--- config.mk ---
export PLATFORM = sky130hd
export DESIGN_NAME = kll_level_capacity_calc
export DESIGN_NICKNAME = d
export VERILOG_FILES = /design/src/rtl/kll_pkg.sv /design/src/rtl/kll_div.sv /design/src/rtl/kll_datapath.sv /design/src/rtl/kll_ctrl.sv /design/src/rtl/kll_level_capacity_calc.sv
export SDC_FILE = /design/constraint.sdc
export NUM_CORES = 1
export LEC_CHECK = 0
export BUFFER_PORTS_ARGS = -buffer_cell sky130_fd_sc_hd__buf_4
export CAP_MARGIN = 30
export CORE_ASPECT_RATIO = 1.25
export CORE_UTILIZATION = 62
export DETAILED_ROUTE_END_ITERATION = 8
export PLACE_DENSITY = 0.76
export SYNTH_ARGS = -nofsm -noshare
export SYNTH_HDL_FRONTEND = slang
export SYNTH_SLANG_ARGS = --single-unit
export TNS_END_PERCENT = 20
--- constraint.sdc ---
create_clock -name clk -period 17.2 [get_ports clk]
set_input_delay 0.86 -clock clk [delete_from_list [all_inputs] [get_ports clk]]
set_output_delay 0.86 -clock clk [all_outputs]
set_load 0.03 [all_outputs]
--- src/rtl/kll_pkg.sv ---
// types, constants and the power-of-three table for the level capacity calculator
// no dependencies
package kll_pkg;

  localparam int LVL_W   = 6;
  localparam int K_W     = 16;
  localparam int MINW_W  = 8;
  localparam int TOT_W   = 22;
  localparam int DEPTH_W = 5;
  localparam int ROM_DEPTH = 30;
  localparam int QUO_W   = 17;
  localparam int DEN_W   = 48;
  localparam int NUM_W   = 47;
  localparam int CNT_W   = $clog2(QUO_W + 1);
  localparam int CFG_IDX_W  = 1;
  localparam int CFG_DATA_W = 16;

  localparam logic [K_W-1:0]    SKETCH_K_RST  = 16'd200;
  localparam logic [MINW_W-1:0] MIN_WIDTH_RST = 8'd8;

  localparam logic [CFG_IDX_W-1:0] CFG_SKETCH_K  = 1'd0;
  localparam logic [CFG_IDX_W-1:0] CFG_MIN_WIDTH = 1'd1;

  typedef struct packed {
    logic [LVL_W-1:0] level_count;
    logic [LVL_W-1:0] level_height;
  } kll_in_t;

  typedef struct packed {
    logic [TOT_W-1:0] total_capacity;
    logic [K_W-1:0]   level_size;
    logic             height_invalid;
  } kll_out_t;

  typedef enum logic [2:0] {
    ST_IDLE,
    ST_CHECK,
    ST_PASS1,
    ST_WAIT1,
    ST_PASS2,
    ST_WAIT2,
    ST_ACCUM,
    ST_DONE
  } kll_state_t;

  // controller to datapath
  typedef struct packed {
    logic load;
    logic start1;
    logic start2;
    logic accum;
  } kll_cmd_t;

  // datapath to controller
  typedef struct packed {
    logic count_zero;
    logic deep;
    logic last_level;
    logic div_done;
  } kll_stat_t;

  // 3^d for d in 0..30
  function automatic logic [DEN_W-1:0] pow3(input logic [DEPTH_W-1:0] d);
    logic [DEN_W-1:0] p;
    case (d)
      5'd0:  p = 48'd1;
      5'd1:  p = 48'd3;
      5'd2:  p = 48'd9;
      5'd3:  p = 48'd27;
      5'd4:  p = 48'd81;
      5'd5:  p = 48'd243;
      5'd6:  p = 48'd729;
      5'd7:  p = 48'd2187;
      5'd8:  p = 48'd6561;
      5'd9:  p = 48'd19683;
      5'd10: p = 48'd59049;
      5'd11: p = 48'd177147;
      5'd12: p = 48'd531441;
      5'd13: p = 48'd1594323;
      5'd14: p = 48'd4782969;
      5'd15: p = 48'd14348907;
      5'd16: p = 48'd43046721;
      5'd17: p = 48'd129140163;
      5'd18: p = 48'd387420489;
      5'd19: p = 48'd1162261467;
      5'd20: p = 48'd3486784401;
      5'd21: p = 48'd10460353203;
      5'd22: p = 48'd31381059609;
      5'd23: p = 48'd94143178827;
      5'd24: p = 48'd282429536481;
      5'd25: p = 48'd847288609443;
      5'd26: p = 48'd2541865828329;
      5'd27: p = 48'd7625597484987;
      5'd28: p = 48'd22876792454961;
      5'd29: p = 48'd68630377364883;
      5'd30: p = 48'd205891132094649;
      default: p = 48'd1;
    endcase
    return p;
  endfunction

endpackage

--- src/rtl/kll_div.sv ---
// serial restoring divider, one quotient bit per cycle
// depends on kll_pkg
module kll_div
  import kll_pkg::*;
(
  input  logic             clk,
  input  logic             rst_n,
  input  logic             start,
  input  logic [NUM_W-1:0] num,
  input  logic [DEN_W-1:0] den,
  output logic             done,
  output logic [QUO_W-1:0] quo
);

  logic [DEN_W-1:0] rem_r;
  logic [QUO_W-1:0] low_r;
  logic [DEN_W-1:0] den_r;
  logic [QUO_W-1:0] quo_r;
  logic [CNT_W-1:0] cnt_r;
  logic             done_r;

  logic [DEN_W:0] trial;
  logic [DEN_W:0] diff;
  logic           fits;

  // trial subtract of the shifted remainder
  always_comb begin
    trial = {rem_r, low_r[QUO_W-1]};
    diff  = trial - {1'b0, den_r};
    fits  = (trial >= {1'b0, den_r});
  end

  // control: step count and done pulse
  always_ff @(posedge clk) begin
    if (!rst_n) begin
      cnt_r  <= '0;
      done_r <= 1'b0;
    end else begin
      done_r <= 1'b0;
      if (start) begin
        cnt_r <= CNT_W'(QUO_W);
      end else if (cnt_r != '0) begin
        cnt_r  <= cnt_r - 1'b1;
        done_r <= (cnt_r == CNT_W'(1));
      end
    end
  end

  // remainder and quotient; the quotient always fits QUO_W bits, so the
  // upper dividend bits start out below the divisor
  always_ff @(posedge clk) begin
    if (start) begin
      rem_r <= DEN_W'(num >> QUO_W);
      low_r <= num[QUO_W-1:0];
      den_r <= den;
    end else if (cnt_r != '0) begin
      rem_r <= fits ? diff[DEN_W-1:0] : trial[DEN_W-1:0];
      low_r <= {low_r[QUO_W-2:0], 1'b0};
      quo_r <= {quo_r[QUO_W-2:0], fits};
    end
  end

  assign done = done_r;
  assign quo  = quo_r;

endmodule

--- src/rtl/kll_datapath.sv ---
// datapath: config registers, level loop registers, operand select, divider,
// rounding, minimum clamp and accumulation; depends on kll_pkg and kll_div
module kll_datapath
  import kll_pkg::*;
#(
  parameter int MAX_LEVELS = 61
) (
  input  logic                  clk,
  input  logic                  rst_n,
  input  kll_cmd_t              cmd,
  output kll_stat_t             stat,
  input  kll_in_t               in_word,
  output kll_out_t              out_word,
  input  logic                  cfg_wr_en,
  input  logic [CFG_IDX_W-1:0]  cfg_index,
  input  logic [CFG_DATA_W-1:0] cfg_data
);

  logic [K_W-1:0]    sketch_k_r;
  logic [MINW_W-1:0] min_width_r;
  logic [LVL_W-1:0]  count_r;
  logic [LVL_W-1:0]  height_r;
  logic [LVL_W-1:0]  h_r;
  logic [TOT_W-1:0]  total_r;
  logic [K_W-1:0]    size_r;
  logic              invalid_r;

  logic [LVL_W-1:0]   count_sat;
  logic [LVL_W-1:0]   depth;
  logic [LVL_W-1:0]   rest;
  logic               deep;
  logic [DEPTH_W-1:0] op_d;
  logic [K_W-1:0]     op_k;
  logic [LVL_W-1:0]   shamt;
  logic [NUM_W-1:0]   num;
  logic [DEN_W-1:0]   den;
  logic               div_done;
  logic [QUO_W-1:0]   quo;
  logic [QUO_W-1:0]   quo_inc;
  logic [K_W-1:0]     rounded;
  logic [K_W-1:0]     cap;

  // config registers
  always_ff @(posedge clk) begin
    if (!rst_n) begin
      sketch_k_r  <= SKETCH_K_RST;
      min_width_r <= MIN_WIDTH_RST;
    end else if (cfg_wr_en) begin
      unique case (cfg_index)
        CFG_SKETCH_K:  sketch_k_r  <= cfg_data[K_W-1:0];
        CFG_MIN_WIDTH: min_width_r <= cfg_data[MINW_W-1:0];
        default: ;
      endcase
    end
  end

  // level count saturated to the supported maximum
  assign count_sat = (in_word.level_count > LVL_W'(MAX_LEVELS)) ?
                     LVL_W'(MAX_LEVELS) : in_word.level_count;

  // depth of the current level and the split for deep levels
  always_comb begin
    depth = count_r - h_r - 1'b1;
    deep  = (depth > LVL_W'(ROM_DEPTH));
    rest  = depth - {1'b0, depth[LVL_W-1:1]};
    if (cmd.start2) begin
      op_d = rest[DEPTH_W-1:0];
      op_k = rounded;
    end else begin
      op_d = deep ? depth[LVL_W-1:1] : depth[DEPTH_W-1:0];
      op_k = sketch_k_r;
    end
    shamt = {1'b0, op_d} + 1'b1;
    num   = NUM_W'(op_k) << shamt;
    den   = pow3(op_d);
  end

  kll_div u_div (
    .clk   (clk),
    .rst_n (rst_n),
    .start (cmd.start1 | cmd.start2),
    .num   (num),
    .den   (den),
    .done  (div_done),
    .quo   (quo)
  );

  // round half up, then clamp to the minimum width
  always_comb begin
    quo_inc = quo + 1'b1;
    rounded = quo_inc[QUO_W-1:1];
    cap     = (rounded < K_W'(min_width_r)) ? K_W'(min_width_r) : rounded;
  end

  // item registers and accumulation
  always_ff @(posedge clk) begin
    if (cmd.load) begin
      count_r   <= count_sat;
      height_r  <= in_word.level_height;
      invalid_r <= (in_word.level_height >= count_sat);
      h_r       <= '0;
      total_r   <= '0;
      size_r    <= '0;
    end else if (cmd.accum) begin
      total_r <= total_r + TOT_W'(cap);
      if (h_r == height_r) begin
        size_r <= cap;
      end
      h_r <= h_r + 1'b1;
    end
  end

  assign stat.count_zero = (count_r == '0);
  assign stat.deep       = deep;
  assign stat.last_level = (h_r == count_r - 1'b1);
  assign stat.div_done   = div_done;

  assign out_word.total_capacity = total_r;
  assign out_word.level_size     = size_r;
  assign out_word.height_invalid = invalid_r;

endmodule

--- src/rtl/kll_ctrl.sv ---
// controller: sequences the level loop, the two scaling passes and the result
// depends on kll_pkg
module kll_ctrl
  import kll_pkg::*;
(
  input  logic      clk,
  input  logic      rst_n,
  input  logic      start,
  output logic      busy,
  output logic      out_valid,
  output kll_cmd_t  cmd,
  input  kll_stat_t stat
);

  kll_state_t state_r;
  kll_state_t state_nxt;

  // state register
  always_ff @(posedge clk) begin
    if (!rst_n) begin
      state_r <= ST_IDLE;
    end else begin
      state_r <= state_nxt;
    end
  end

  // next state and commands
  always_comb begin
    state_nxt = state_r;
    cmd       = '0;
    unique case (state_r)
      ST_IDLE: begin
        if (start) begin
          cmd.load  = 1'b1;
          state_nxt = ST_CHECK;
        end
      end
      ST_CHECK: begin
        state_nxt = stat.count_zero ? ST_DONE : ST_PASS1;
      end
      ST_PASS1: begin
        cmd.start1 = 1'b1;
        state_nxt  = ST_WAIT1;
      end
      ST_WAIT1: begin
        if (stat.div_done) begin
          state_nxt = stat.deep ? ST_PASS2 : ST_ACCUM;
        end
      end
      ST_PASS2: begin
        cmd.start2 = 1'b1;
        state_nxt  = ST_WAIT2;
      end
      ST_WAIT2: begin
        if (stat.div_done) begin
          state_nxt = ST_ACCUM;
        end
      end
      ST_ACCUM: begin
        cmd.accum = 1'b1;
        state_nxt = stat.last_level ? ST_DONE : ST_PASS1;
      end
      ST_DONE: begin
        state_nxt = ST_IDLE;
      end
      default: state_nxt = ST_IDLE;
    endcase
  end

  assign busy      = (state_r != ST_IDLE);
  assign out_valid = (state_r == ST_DONE);

endmodule

--- src/rtl/kll_level_capacity_calc.sv ---
// top level of the level capacity calculator
// depends on kll_pkg, kll_ctrl, kll_datapath (and kll_div below it)
//
// A word is taken when start is high while busy is low; the result word is
// shown on out_word for exactly one cycle with out_valid high and cannot be
// held off, so it must be captured then. For each item the serial divider
// runs once for every level of depth 30 or less and twice for every deeper
// level, over at most 61 levels, before the result is presented; the divider
// yields one quotient bit per cycle over 17 steps. Config writes are taken on
// any cycle but must only be made while busy is low.
module kll_level_capacity_calc
  import kll_pkg::*;
#(
  parameter int MAX_LEVELS = 61
) (
  input  logic                  clk,
  input  logic                  rst_n,
  input  logic                  start,
  output logic                  busy,
  input  kll_in_t               in_word,
  output logic                  out_valid,
  output kll_out_t              out_word,
  input  logic                  cfg_wr_en,
  input  logic [CFG_IDX_W-1:0]  cfg_index,
  input  logic [CFG_DATA_W-1:0] cfg_data
);

  kll_cmd_t  cmd;
  kll_stat_t stat;

  kll_ctrl u_ctrl (
    .clk       (clk),
    .rst_n     (rst_n),
    .start     (start),
    .busy      (busy),
    .out_valid (out_valid),
    .cmd       (cmd),
    .stat      (stat)
  );

  kll_datapath #(
    .MAX_LEVELS (MAX_LEVELS)
  ) u_datapath (
    .clk       (clk),
    .rst_n     (rst_n),
    .cmd       (cmd),
    .stat      (stat),
    .in_word   (in_word),
    .out_word  (out_word),
    .cfg_wr_en (cfg_wr_en),
    .cfg_index (cfg_index),
    .cfg_data  (cfg_data)
  );

endmodule
==> results.yml <==
run_status:
  status: "complete, no violations"
timing:
  timing.final.crit_share_pct: 39.3
  fin_skew_ps: 11.1
  fmax_ghz: 0.148
  whs_ps: 462
  hold_violations: 0
  slew_viol_final: 0
  finalSetupViolCount: 0
  min_period_ps: 6750
  worst_pin_slew_ps: 1020
  relSlewSlack_pct: 31.9
  setup_tns_ps: 0
  rsz0062_at_grt: "false"
synthesis:
  yosysTopAreaCell: "edfxtp_1"
  synthTopCellsByCount: "nand2_1 (244), nor2_1 (136), a21oi_1 (135), edfxtp_1 (120), ha_1 (115)"
  synth-main-ff-cell: "edfxtp_1"
  yosysMostFrequentCell: "nand2_1"
  yosysWarningCount: 0
  ys_ff_latch: 215
  synth_cells: 1802
  synth_top_area_share_pct: 23.1
  synth_area_leaders: "edfxtp_1 (23%), dfxtp_1 (12%), ha_1 (9.2%)"
  netlist_area_sq_um: 15600
  synth_nets: 1954
  async_flop_share_pct: 0
  synth_edf_count: 120
  yosysUniqueCellTypes: 79
  syn_avg_cell_area_sq_um: 8.66
  seq_area_frac_synth_pct: 35.3
clock_tree:
  cts_buffers: 23
  cts_sinks: 215
  cts_root_buffer: "clkbuf_16"
  clock_path_buffers: 3
  clkTransAtPathRegs_ps: 70
  hold_buffers: 0
  post_cts_buffers: 0
  cts_tree: "done"
  clk_latency_ps: 520
  h-tree-depth: 1
  cts_resized: 0
placement:
  post_dp_cell_area_sq_um: 16300
  dp_hpwl_um: 32800
  io_buffer_count: 73
  dp_cells: 2132
  globalplace.congestion: 0.958
grt:
  grt_pass1_wl_um: 68600
  overflow: 0
  grt_max_degree: 70
  grt_util_all_layers_pct: 34.6
  antenna_found_initial: 1
  grt_pass1_vias: 12923
worst_setup_path:
  crit_arrival_ps: 7100
  crit_type: "reg -> reg"
  reg2reg_setup_slack_ps: 10450
  end_kind: "flip-flop"
  required_ps: 17550
  worstSetupStartpointType: "flip-flop"
  cp_max_fo: 28
pwr:
  pwr-share-seq_pct: 27.8
  p_int_mw: 1.72
  vdd_drop_max_v: 0.000111
  powerDensity_nw_per_um2: 185
  p_leak_nw: 7.29
  clock_power_share_pct: 14.5
  pwr-share-comb_pct: 57.7
  switching_share_pct: 45.6
  fin_total_pwr_mw: 3.16
  switching_power_mw: 1.44
routing:
  num_vias: 13755
  wire_per_inst_um: 20.2
  drt_iter0_drc: 1251
  via_per_inst: 6.33
  finalWirelength_um: 43900
  drt_pass1_iterations: 8
  drc_errors: 0
  ant_nets: 0
floorplan:
  start_util_pct: 63.5
  rows: 64
  core-area_sq_um: 24600
  die_h_um: 179
  die_area_sq_um: 25800
  die_x_um: 144
  ios: 74
finish:
  drive_gt1_share_pct: 10.6
  syn2layout_area_growth_pct: 9.14
  fin_nets: 1979
  stdcell_area_sq_um: 17000
  finalNonFillerCells: 2174
  nFillCells: 2043
min_path:
  worstHoldPathType: "reg -> reg"
job:
  maxCapViolCount: 0
metal layers:
layer,share of wire [%],track usage (%)
met4,6.3,22.0
met2,47,57.4
met1,40,42.1
met5,0.030,0
met3,7.2,5.13
state kept, by name (all words and copies together), names as in the netlist:
signal / cells
u_datapath.u_div.low_r: 17
u_datapath.h_r: 6
u_datapath.min_width_r: 8
u_datapath.size_r: 16
u_ctrl.state_r: 3
u_datapath.u_div.done: 1
u_datapath.u_div.rem_r: 48
u_datapath.height_r: 6
u_datapath.sketch_k_r: 16
u_datapath.u_div.cnt_r: 5
u_datapath.count_r: 6
u_datapath.u_div.den_r: 43
u_datapath.u_div.quo: 17
u_datapath.invalid_r: 1
u_datapath.total_r: 22
final timing paths:
kind                             start                          to  cells past startpoint
min          u_datapath.sketch_k_r[12]   u_datapath.sketch_k_r[12]                      2
max                  u_datapath.h_r[1]  u_datapath.u_div.rem_r[11]                     24
min reg2reg  u_datapath.sketch_k_r[12]   u_datapath.sketch_k_r[12]                      2
max reg2reg          u_datapath.h_r[1]  u_datapath.u_div.rem_r[11]                     24
cells by family after synthesis:
group                    share of synthesized area [%]
AND/OR/NAND/NOR                                   17.2
AO/OA/AOI/OAI                                     21.3
adder cells (fa/ha/maj)                           9.74
buffers and inverters                             5.27
flip-flops                                        35.3
multiplexers                                      5.73
XOR/XNOR                                          5.43
worst max-delay path, cell delays in order, from the launching register on:
cell and delay, ps:
dfxtp_1 460, inv_1 120, ha_1 330, a211o_1 330
and2_1 180, o41ai_2 450, nor2_1 110, ha_1 230
and3_1 200, or3_1 330, mux2i_1 240, or2_4 210
a221oi_1 80, a21oi_1 160, buf_4 210, inv_1 140
ha_1 330, inv_1 230, ha_1 280, buf_4 240
inv_1 400, mux2_2 400, o22ai_1 400, o21ai_0 240
o21ai_0 280
per-stage QoR:
step / utilization, % / setup WS [ps]
after detailed placement: 66.5 / 10590
after CTS: 69.2 / 10580
after global routing: 69.2 / 9990
final: 69.2 / 10450
after floorplan: - / 11070
after global placement: 66.5 / 10910
cells in the final DEF, fill, tap and decap left out, types with 23 or more instances in the layout:
cell       count
o21ai_0       90
dfxtp_1       95
a21boi_0      31
inv_1        110
nand3_1       54
nor3_1        31
buf_4         94
xor2_1        36
edfxtp_1     120
a21oi_1      135
a21o_1        42
ha_1         115
nand2_1      244
nor2_1       135
clkbuf_16     23
mux2i_1       42
mux2_2        24
xnor2_1       56
power groups by stage:
stage | clock network [mW] | logic [mW] | registers [mW]
floorplan | 0 | 1.35 | 0.837
global placement | 0 | 1.76 | 0.880
detailed placement | 0 | 1.78 | 0.881
CTS | 0.463 | 1.79 | 0.873
global route | 0.480 | 2.00 | 0.890
finish | 0.457 | 1.82 | 0.877
final cells by class:
type	count	area [sq um]	share of cell area, %
tap	330	413	2.43
clock buffer	29	609	3.58
sequential	215	5510	32.3
timing repair buffer	94	706	4.15
clock inverter	12	63.8	0.375
antenna	1	2.50	0.0147
inverter	116	435	2.56
multi-input combinational	1377	9290	54.6
No activity file was read; power rests on OpenSTA's default activity.
